$ cat src/rtl/core/pending_event_counter_table_top_defines.svh
// Assertion macros shared by the pending event counter table RTL.
// Depends on a clock named clk and an active-low reset named rst_n in the using module.
`ifndef PENDING_EVENT_COUNTER_TABLE_TOP_DEFINES_SVH
`define PENDING_EVENT_COUNTER_TABLE_TOP_DEFINES_SVH

// Property checked on every clock edge outside reset.
`define PECT_ASSERT(lbl, prop, msg) \
    lbl: assert property (@(posedge clk) disable iff (!rst_n) (prop)) else $error(msg);

// Property checked on every clock edge, reset included.
`define PECT_ASSERT_ALWAYS(lbl, prop, msg) \
    lbl: assert property (@(posedge clk) (prop)) else $error(msg);

`endif

$ cat src/rtl/core/pect_pkg.sv
// Package for the pending event counter table: payload structs, codes and
// controller/datapath interface types. No dependencies.
package pect_pkg;

    localparam int TOPIC_COUNT_DEF  = 8;
    localparam int CHANNEL_BITS_DEF = 8;

    localparam int COUNT_W = 8;
    localparam logic [COUNT_W-1:0] COUNT_MAX = 8'd255;

    localparam logic [1:0] ACT_PUBLISH  = 2'd0;
    localparam logic [1:0] ACT_DISPATCH = 2'd1;
    localparam logic [1:0] ACT_QUERY    = 2'd2;

    // Register index as decoded from the APB address.
    localparam logic REG_SUBSCRIBED_MASK = 1'b0;

    typedef struct packed {
        logic [1:0] action;
        logic [2:0] topic;
        logic [7:0] channel;
    } req_t;

    typedef struct packed {
        logic [2:0] event_topic;
        logic [7:0] event_channel;
        logic       delivered;
        logic [7:0] pending_mask;
        logic       last;
    } rsp_t;

    typedef enum logic [2:0] {
        ST_IDLE,
        ST_PUB,
        ST_QUERY,
        ST_SCAN,
        ST_FLUSH
    } state_t;

    typedef struct packed {
        logic latch_item;
        logic addr_topic;
        logic pub_do;
        logic query_do;
        logic scan_step;
        logic flush_do;
    } cmd_t;

    typedef struct packed {
        logic out_free;
        logic entry_nonzero;
        logic entry_subscribed;
        logic held_valid;
        logic scan_last;
    } sts_t;

endpackage

$ cat src/rtl/core/pect_ctrl.sv
// Controller state machine for the pending event counter table.
// Depends on pect_pkg and the assertion macro header.
`include "pending_event_counter_table_top_defines.svh"

module pect_ctrl
    import pect_pkg::*;
(
    input  logic clk,
    input  logic rst_n,
    input  logic req_valid,
    input  req_t req,
    output logic req_ready,
    input  sts_t sts,
    output cmd_t cmd
);

    state_t state_reg;
    state_t state_next;
    logic   accept;
    logic   scan_stall;

    assign accept     = req_valid && (state_reg == ST_IDLE);
    // A new delivery can only be held when the previous held one can move out.
    assign scan_stall = sts.entry_nonzero && sts.entry_subscribed && sts.held_valid
                        && !sts.out_free;

    always_ff @(posedge clk or negedge rst_n)
    begin
        if (!rst_n)
        begin
            state_reg <= ST_IDLE;
        end
        else
        begin
            state_reg <= state_next;
        end
    end

    always_comb
    begin
        state_next = state_reg;
        case (state_reg)
            ST_IDLE:
            begin
                if (accept)
                begin
                    case (req.action)
                        ACT_PUBLISH:  state_next = ST_PUB;
                        ACT_DISPATCH: state_next = ST_SCAN;
                        ACT_QUERY:    state_next = ST_QUERY;
                        default:      state_next = ST_IDLE;
                    endcase
                end
            end
            ST_PUB, ST_QUERY:
            begin
                if (sts.out_free)
                begin
                    state_next = ST_IDLE;
                end
            end
            ST_SCAN:
            begin
                if (!scan_stall && sts.scan_last)
                begin
                    state_next = ST_FLUSH;
                end
            end
            ST_FLUSH:
            begin
                if (sts.out_free)
                begin
                    state_next = ST_IDLE;
                end
            end
            default: state_next = ST_IDLE;
        endcase
    end

    always_comb
    begin
        req_ready      = (state_reg == ST_IDLE);
        cmd            = '0;
        cmd.latch_item = accept;
        cmd.addr_topic = (state_reg == ST_PUB);
        cmd.pub_do     = (state_reg == ST_PUB) && sts.out_free;
        cmd.query_do   = (state_reg == ST_QUERY) && sts.out_free;
        cmd.scan_step  = (state_reg == ST_SCAN) && !scan_stall;
        cmd.flush_do   = (state_reg == ST_FLUSH) && sts.out_free;
    end

    `PECT_ASSERT(a_idle_no_held, (state_reg == ST_IDLE) |-> !sts.held_valid,
        "held delivery left over outside a dispatch")
    `PECT_ASSERT(a_flush_after_scan, (state_reg == ST_FLUSH) |->
        ($past(state_reg) == ST_SCAN || $past(state_reg) == ST_FLUSH),
        "flush entered without a scan")
    `PECT_ASSERT(a_pub_waits_for_output,
        (state_reg == ST_PUB && !sts.out_free) |=> (state_reg == ST_PUB),
        "publish left before its acknowledgement could be loaded")

endmodule

$ cat src/rtl/core/pect_dpath.sv
// Datapath for the pending event counter table: count and channel tables,
// scan index, held delivery and output register. Depends on pect_pkg and the macro header.
`include "pending_event_counter_table_top_defines.svh"

module pect_dpath
    import pect_pkg::*;
#(
    parameter int TOPIC_COUNT  = TOPIC_COUNT_DEF,
    parameter int CHANNEL_BITS = CHANNEL_BITS_DEF
)
(
    input  logic       clk,
    input  logic       rst_n,
    input  req_t       req,
    input  logic [7:0] subscribed_mask,
    input  cmd_t       cmd,
    output sts_t       sts,
    output logic       rsp_valid,
    input  logic       rsp_ready,
    output rsp_t       rsp
);

    localparam int IDX_W = (TOPIC_COUNT > 1) ? $clog2(TOPIC_COUNT) : 1;

    logic [COUNT_W-1:0]      count_reg [TOPIC_COUNT];
    logic [CHANNEL_BITS-1:0] chan_reg  [TOPIC_COUNT];

    req_t             item_reg;
    logic [IDX_W-1:0] idx_reg;
    logic             held_valid_reg;
    logic [2:0]       held_topic_reg;
    logic [7:0]       held_chan_reg;
    logic             out_valid_reg;
    logic             out_valid_next;
    rsp_t             out_reg;
    rsp_t             out_next;

    logic [IDX_W+2:0]        topic_wide;
    logic [IDX_W+2:0]        idx_wide;
    logic                    topic_in_range;
    logic [IDX_W-1:0]        addr;
    logic [COUNT_W-1:0]      count_rd;
    logic [CHANNEL_BITS-1:0] chan_rd;
    logic [CHANNEL_BITS+7:0] chan_rd_wide;
    logic [CHANNEL_BITS+7:0] chan_in_wide;
    logic [TOPIC_COUNT-1:0]  sub_vec;
    logic [7:0]              pending_mask;
    logic                    deliver;
    logic                    push;
    logic                    out_load;

    assign topic_wide     = (IDX_W+3)'(item_reg.topic);
    assign idx_wide       = (IDX_W+3)'(idx_reg);
    assign topic_in_range = topic_wide < (IDX_W+3)'(TOPIC_COUNT);
    assign addr           = cmd.addr_topic ? topic_wide[IDX_W-1:0] : idx_reg;
    assign count_rd       = count_reg[addr];
    assign chan_rd        = chan_reg[addr];
    assign chan_rd_wide   = (CHANNEL_BITS+8)'(chan_rd);
    assign chan_in_wide   = (CHANNEL_BITS+8)'(item_reg.channel);

    // Only the first eight topics can be subscribed or reported.
    for (genvar t = 0; t < TOPIC_COUNT; t++)
    begin : g_sub
        if (t < 8)
        begin : g_low
            assign sub_vec[t] = subscribed_mask[t];
        end
        else
        begin : g_high
            assign sub_vec[t] = 1'b0;
        end
    end

    for (genvar t = 0; t < 8; t++)
    begin : g_mask
        if (t < TOPIC_COUNT)
        begin : g_used
            assign pending_mask[t] = (count_reg[t] != '0);
        end
        else
        begin : g_unused
            assign pending_mask[t] = 1'b0;
        end
    end

    assign sts.out_free         = !out_valid_reg || rsp_ready;
    assign sts.entry_nonzero    = (count_rd != '0);
    assign sts.entry_subscribed = sub_vec[idx_reg];
    assign sts.held_valid       = held_valid_reg;
    assign sts.scan_last        = (idx_reg == IDX_W'(TOPIC_COUNT - 1));

    assign deliver  = cmd.scan_step && sts.entry_nonzero && sts.entry_subscribed;
    assign push     = deliver && held_valid_reg;
    assign out_load = cmd.pub_do || cmd.query_do || cmd.flush_do || push;

    always_ff @(posedge clk or negedge rst_n)
    begin
        if (!rst_n)
        begin
            for (int i = 0; i < TOPIC_COUNT; i++)
            begin
                count_reg[i] <= '0;
                chan_reg[i]  <= '0;
            end
        end
        else
        begin
            if (cmd.pub_do && topic_in_range)
            begin
                chan_reg[addr] <= chan_in_wide[CHANNEL_BITS-1:0];
                if (count_rd != COUNT_MAX)
                begin
                    count_reg[addr] <= count_rd + COUNT_W'(1);
                end
            end
            else if (cmd.scan_step && sts.entry_nonzero)
            begin
                count_reg[addr] <= count_rd - COUNT_W'(1);
            end
        end
    end

    always_ff @(posedge clk)
    begin
        if (cmd.latch_item)
        begin
            item_reg <= req;
        end
        if (deliver)
        begin
            held_topic_reg <= idx_wide[2:0];
            held_chan_reg  <= chan_rd_wide[7:0];
        end
        if (out_load)
        begin
            out_reg <= out_next;
        end
    end

    always_ff @(posedge clk or negedge rst_n)
    begin
        if (!rst_n)
        begin
            idx_reg        <= '0;
            held_valid_reg <= 1'b0;
            out_valid_reg  <= 1'b0;
        end
        else
        begin
            out_valid_reg <= out_valid_next;
            if (cmd.latch_item)
            begin
                idx_reg        <= '0;
                held_valid_reg <= 1'b0;
            end
            else
            begin
                if (cmd.scan_step && !sts.scan_last)
                begin
                    idx_reg <= idx_reg + IDX_W'(1);
                end
                if (deliver)
                begin
                    held_valid_reg <= 1'b1;
                end
                else if (cmd.flush_do)
                begin
                    held_valid_reg <= 1'b0;
                end
            end
        end
    end

    always_comb
    begin
        out_next = '0;
        if (push)
        begin
            out_next.event_topic   = held_topic_reg;
            out_next.event_channel = held_chan_reg;
            out_next.delivered     = 1'b1;
        end
        else if (cmd.flush_do)
        begin
            out_next.last = 1'b1;
            if (held_valid_reg)
            begin
                out_next.event_topic   = held_topic_reg;
                out_next.event_channel = held_chan_reg;
                out_next.delivered     = 1'b1;
            end
        end
        else if (cmd.query_do)
        begin
            out_next.pending_mask = pending_mask;
            out_next.last         = 1'b1;
        end
        else
        begin
            out_next.last = 1'b1;
        end
        if (out_load)
        begin
            out_valid_next = 1'b1;
        end
        else if (rsp_ready)
        begin
            out_valid_next = 1'b0;
        end
        else
        begin
            out_valid_next = out_valid_reg;
        end
    end

    assign rsp_valid = out_valid_reg;
    assign rsp       = out_reg;

    `PECT_ASSERT(a_load_into_free, out_load |-> (!out_valid_reg || rsp_ready),
        "output register overwritten before it was taken")
    `PECT_ASSERT(a_idle_result_last, (out_valid_reg && !out_reg.delivered) |-> out_reg.last,
        "result without a delivery is not marked last")
    `PECT_ASSERT(a_delivery_no_mask,
        (out_valid_reg && out_reg.delivered) |-> (out_reg.pending_mask == 8'd0),
        "delivered event carries a pending mask")

endmodule

$ cat src/rtl/core/pending_event_counter_table_top.sv
// Top level of the pending event counter table: APB register, controller and datapath.
// Depends on pect_pkg, pect_ctrl and pect_dpath.
//
//   Channel   Handshake              Payload   Role
//   req       req_valid/req_ready    req_t     publish, dispatch or query transaction
//   rsp       rsp_valid/rsp_ready    rsp_t     acknowledgement, event or pending mask
//   apb       psel/penable/pready    32 bits   subscribed_mask at byte address 0
//
// Publish and query: the result loads in ST_PUB or ST_QUERY once the output is free.
// Dispatch: one topic entry per cycle through the single table port unless the scan
// stalls, then ST_FLUSH loads the final result. A new request is taken only in ST_IDLE.
// Reset clears all pending counts, stored channels and the subscription mask at once.
// A stalled output holds the scan on the entry that would need to emit next; a
// stalled acknowledgement or query result holds the controller in place.
module pending_event_counter_table_top
    import pect_pkg::*;
#(
    parameter int TOPIC_COUNT  = TOPIC_COUNT_DEF,
    parameter int CHANNEL_BITS = CHANNEL_BITS_DEF
)
(
    input  logic        clk,
    input  logic        rst_n,
    input  logic        req_valid,
    output logic        req_ready,
    input  req_t        req,
    output logic        rsp_valid,
    input  logic        rsp_ready,
    output rsp_t        rsp,
    input  logic        psel,
    input  logic        penable,
    input  logic        pwrite,
    input  logic [2:0]  paddr,
    input  logic [31:0] pwdata,
    output logic [31:0] prdata,
    output logic        pready
);

    logic [7:0] subscribed_mask_reg;
    logic       reg_hit;
    cmd_t       cmd;
    sts_t       sts;

    // The single register decodes on the word index; the byte offset bits are ignored.
    assign reg_hit = (paddr[2] == REG_SUBSCRIBED_MASK);
    assign pready  = 1'b1;
    assign prdata  = reg_hit ? 32'(subscribed_mask_reg) : 32'd0;

    // Write the subscription mask only while the block is idle; the block never checks.
    always_ff @(posedge clk or negedge rst_n)
    begin
        if (!rst_n)
        begin
            subscribed_mask_reg <= '0;
        end
        else if (psel && penable && pwrite && reg_hit)
        begin
            subscribed_mask_reg <= pwdata[7:0];
        end
    end

    // The controller sequences each transaction; the datapath owns all storage.
    pect_ctrl u_ctrl (
        .clk       (clk),
        .rst_n     (rst_n),
        .req_valid (req_valid),
        .req       (req),
        .req_ready (req_ready),
        .sts       (sts),
        .cmd       (cmd)
    );

    pect_dpath #(
        .TOPIC_COUNT  (TOPIC_COUNT),
        .CHANNEL_BITS (CHANNEL_BITS)
    ) u_dpath (
        .clk             (clk),
        .rst_n           (rst_n),
        .req             (req),
        .subscribed_mask (subscribed_mask_reg),
        .cmd             (cmd),
        .sts             (sts),
        .rsp_valid       (rsp_valid),
        .rsp_ready       (rsp_ready),
        .rsp             (rsp)
    );

endmodule

$ cat config.mk
export PLATFORM = sky130hd
export DESIGN_NAME = pending_event_counter_table_top
export DESIGN_NICKNAME = d
export VERILOG_FILES = /design/src/rtl/core/pect_pkg.sv /design/src/rtl/core/pect_ctrl.sv /design/src/rtl/core/pect_dpath.sv /design/src/rtl/core/pending_event_counter_table_top.sv
export VERILOG_INCLUDE_DIRS = /design/src /design/src/rtl/core
export SDC_FILE = /design/constraint.sdc
export NUM_CORES = 1
export LEC_CHECK = 0
export ABC_AREA = 1
export BUFFER_PORTS_ARGS = -buffer_cell sky130_fd_sc_hd__buf_2
export CAP_MARGIN = 5
export CORE_AREA = 5 5 181 113
export CTS_BUF_LIST = sky130_fd_sc_hd__clkbuf_8
export DETAILED_ROUTE_END_ITERATION = 10
export DIE_AREA = 0 0 186 118
export PLACE_DENSITY = 0.75
export SYNTH_ARGS = -nofsm -noshare
export SYNTH_HDL_FRONTEND = slang
export SYNTH_HIERARCHICAL = 1
export SYNTH_SLANG_ARGS = --single-unit
$ cat constraint.sdc
create_clock -name clk -period 11.37 [get_ports clk]
set_clock_uncertainty 0.15 [all_clocks]
set_input_delay 1.137 -clock clk [delete_from_list [all_inputs] [get_ports clk]]
set_output_delay 1.137 -clock clk [all_outputs]
set_load 0.05 [all_outputs]
==> reports/metrics.csv <==
metric,value,unit
"commonest cells after routing, fill and taps aside","476 x nand2_1, 144 x dfrtp_1, 108 x nand3_1, 107 x o21ai_0, 100 x inv_1",
post-cts gate resize count,0,
RR Startpoint,u_ctrl/state_reg[1]$_DFFE_PN0P_,
ys flop type,dfrtp_1,
Synth area leader,dfrtp_1,
fin crit period,5.494,ns
period utilization,48.32,%
global placement routability congestion,1.054,
io pins,111,
Final Hold Vio Count,0,
status,"finished, final reports clean",
Layout Utilization,57.73,%
arrival time worst endpoint,5.71,ns
max FFs per register,64,
layout cells sized above 1,12.94,%
std cell rows,39,
Synth warnings,6,
# clock sinks,187,
Mapped Area,10020,um2
Max Fclk,182.0,MHz
power density cells,261.4,nW/um2
Bufs on Longest Clock Path,2,
height of the die,118,um
RSZ-0062 raised after global routing,false,
sequential element share of the synthesized area,48.84,%
drt drc,0,
crit path kind,reg -> reg,
Max H-tree Level,4,
DR vias,8895,
CORE AREA,18640,um2
r2r worst-path depth,19,
initial antenna violation count,0,
Hold Path Origin,u_dpath/count_reg[58]$_DFFE_PN0P_,
global-route wire length before repair,45080,um
CTS Buf Count,17,
setup violators final,0,
"most used cell, CP",nand2_1,
drt first pass iters,6,
remaining global-route overflow,0,
CP bufs+invs,5,
cts hold-fix bufs,0,
final WL,28870,um
hold worst-path end,u_dpath/count_reg[58]$_DFFE_PN0P_,
Leakage,5.393,nW
Avg Vias per Cell,5.676,
initial DRC count,1208,
number of global-route vias before repair,8044,
post-CTS setup buffer count,0,
Die Footprint,21950,um2
maximum fanout along the worst path,14,
Max Cap Viol,0,
"Slew Viols, Final",0,
crit-path max cell delay,0.76,ns
"Reg clk slew, reported paths",0.10,ns
crit start category,flip-flop,
drt wl/cell,18.43,um
number of synthesized flops with an enable pin,43,
Final Power,0.002814,W
Synth async-reset ratio,77.01,%
Mapped Avg Cell Area,8.005,um2
die width,186,um
worst vdd ir,0.1542,mV
area grow syn2layout,7.379,%
CP cell instances,inv_1 > nand3_1 > inv_1 > inv_4 > nand2_1 > nand2_1 > nor2_1 > o211ai_1 > nand2_1 > nor2_4 > inv_1 > ha_1 > inv_1 > nor2_1 > nand4_1 > nand2_8 > nor2_4 > nand2_1 > nand2_1,
"leading cell type in the layout, fill and taps excluded",nand2_1,
worst-margin pin slew,1.089,ns
PortBufs,59,
largest cells by area after synthesis,"dfrtp_1 36%, nand2_1 18%, edfxtp_1 13%",
top-area cell type share of the netlist area,35.96,%
ant diodes,0,
HP Class,reg -> reg,
worst path required time,11.58,ns
"FF+latch count, synth",187,
Rel. slew slack,27.22,%
clk_lat worst skew,0.48,ns
fin nets,1371,
Hold Path Stages,2,
Total Neg Setup Slack,0,ns
Total Routing Usage GR,26.54,%
R2R Setup Slk,5.88,ns
DRT antenna net count,0,
dpl hpwl,20900,um
critical path's top delay family,simple AND/OR/NAND/NOR gates,
Synth cell types,42,
root buf cell,clkbuf_8,
largest net degree at the start of global routing,88,
Post-Synthesis Cells,1252,
"Slowest-stage cell, CP",nand4_1,
CTS tree,built,
CP Capture Type,flip-flop,
starting density of the core,53.77,%
FF-to-FF End,u_dpath/count_reg[2]$_DFFE_PN0P_,
## worst max-delay path by stage
stage	from	endpoint	slack, ns	depth (start not counted)
final	u_ctrl/state_reg[1]$_DFFE_PN0P_	u_dpath/count_reg[2]$_DFFE_PN0P_	5.88	19
after global routing	u_ctrl/state_reg[1]$_DFFE_PN0P_	u_dpath/rsp[7]$_SDFFCE_PP0P_	5.47	19
after CTS	u_ctrl/state_reg[1]$_DFFE_PN0P_	u_dpath/rsp[8]$_SDFFCE_PP0P_	5.98	19
after detailed placement	u_ctrl/state_reg[1]$_DFFE_PN0P_	u_dpath/rsp[4]$_SDFFCE_PP0P_	6.04	19
after global placement	u_ctrl/state_reg[1]$_DFFE_PN0P_	u_dpath/rsp[8]$_SDFFCE_PP0P_	6.13	19
after floorplan	u_ctrl/state_reg[1]$_DFFE_PN0P_	u_dpath/rsp[0]$_DFFE_PP_	7.65	23
## worst min-delay path, delay by kind of cell, from the launching register on
family	cells	cell delay, ns
DFF	1	0.35
and+or+nand+nor	2	0.12
## metal layers
layer / vias up / global-route usage [%] / share of wire [%]
met3: 36 / 9.636 / 15
met1: 4151 / 42.71 / 46
met2: 550 / 33.25 / 38
li1: 4156 / - / -
met5: - / 3.059 / 0.28
met4: 2 / 5.732 / 1.5
## power breakdown
group / switching [W] / internal [W]
combinational: 0.00105 / 0.000317
sequential: 0.000113 / 0.000922
clock: 0.000254 / 0.000155
total: 0.00142 / 0.00139
## kinds of logic after synthesis
| logic type | share of synthesized area (%) |
|---|---|
| AND/OR/NAND/NOR | 33.36 |
| XOR/XNOR | 0.08741 |
| flip-flops | 48.84 |
| AO/OA/AOI/OAI | 9.076 |
| buffers and inverters | 7.565 |
| adder cells (fa/ha/maj) | 0.9988 |
| other | 0.07493 |
## stage by stage
stage          instances  hold WS, ns  setup WS, ns  cell area [um2]
5_1_grt             1567       0.3617         5.468            10760
3_3_place_gp        1535       0.3153         6.131            10410
4_1_cts             1567       0.3424         5.979            10760
6_report            1567       0.3421         5.876            10760
3_5_place_dp        1535       0.3173         6.042            10410
2_1_floorplan       1275       0.2988         7.650            10110
## cells in the mapped netlist, types with 5 or more instances
cell / number
buf_4: 32
nor2_1: 57
inv_1: 98
a21boi_0: 11
nand2_2: 16
buf_6: 5
o22ai_1: 5
a221oi_1: 7
nand2_1: 476
dfrtp_1: 144
o21ai_1: 7
nand4_1: 13
or4_1: 7
a22oi_1: 13
nor4_1: 7
nor2_2: 11
nand3_1: 108
nor2_4: 16
nand3_2: 16
clkbuf_1: 9
o21ai_0: 107
edfxtp_1: 43
ha_1: 8
inv_2: 9
## cell type report
class	count	area [um2]
multi-input combinational	930	4456
timing repair buffer	64	339.1
tap	246	307.8
clock buffer	17	234.0
inverter	108	407.9
fill	1754	7879
sequential	187	4895
clock inverter	15	122.6
(Power assumes the default switching activity.)
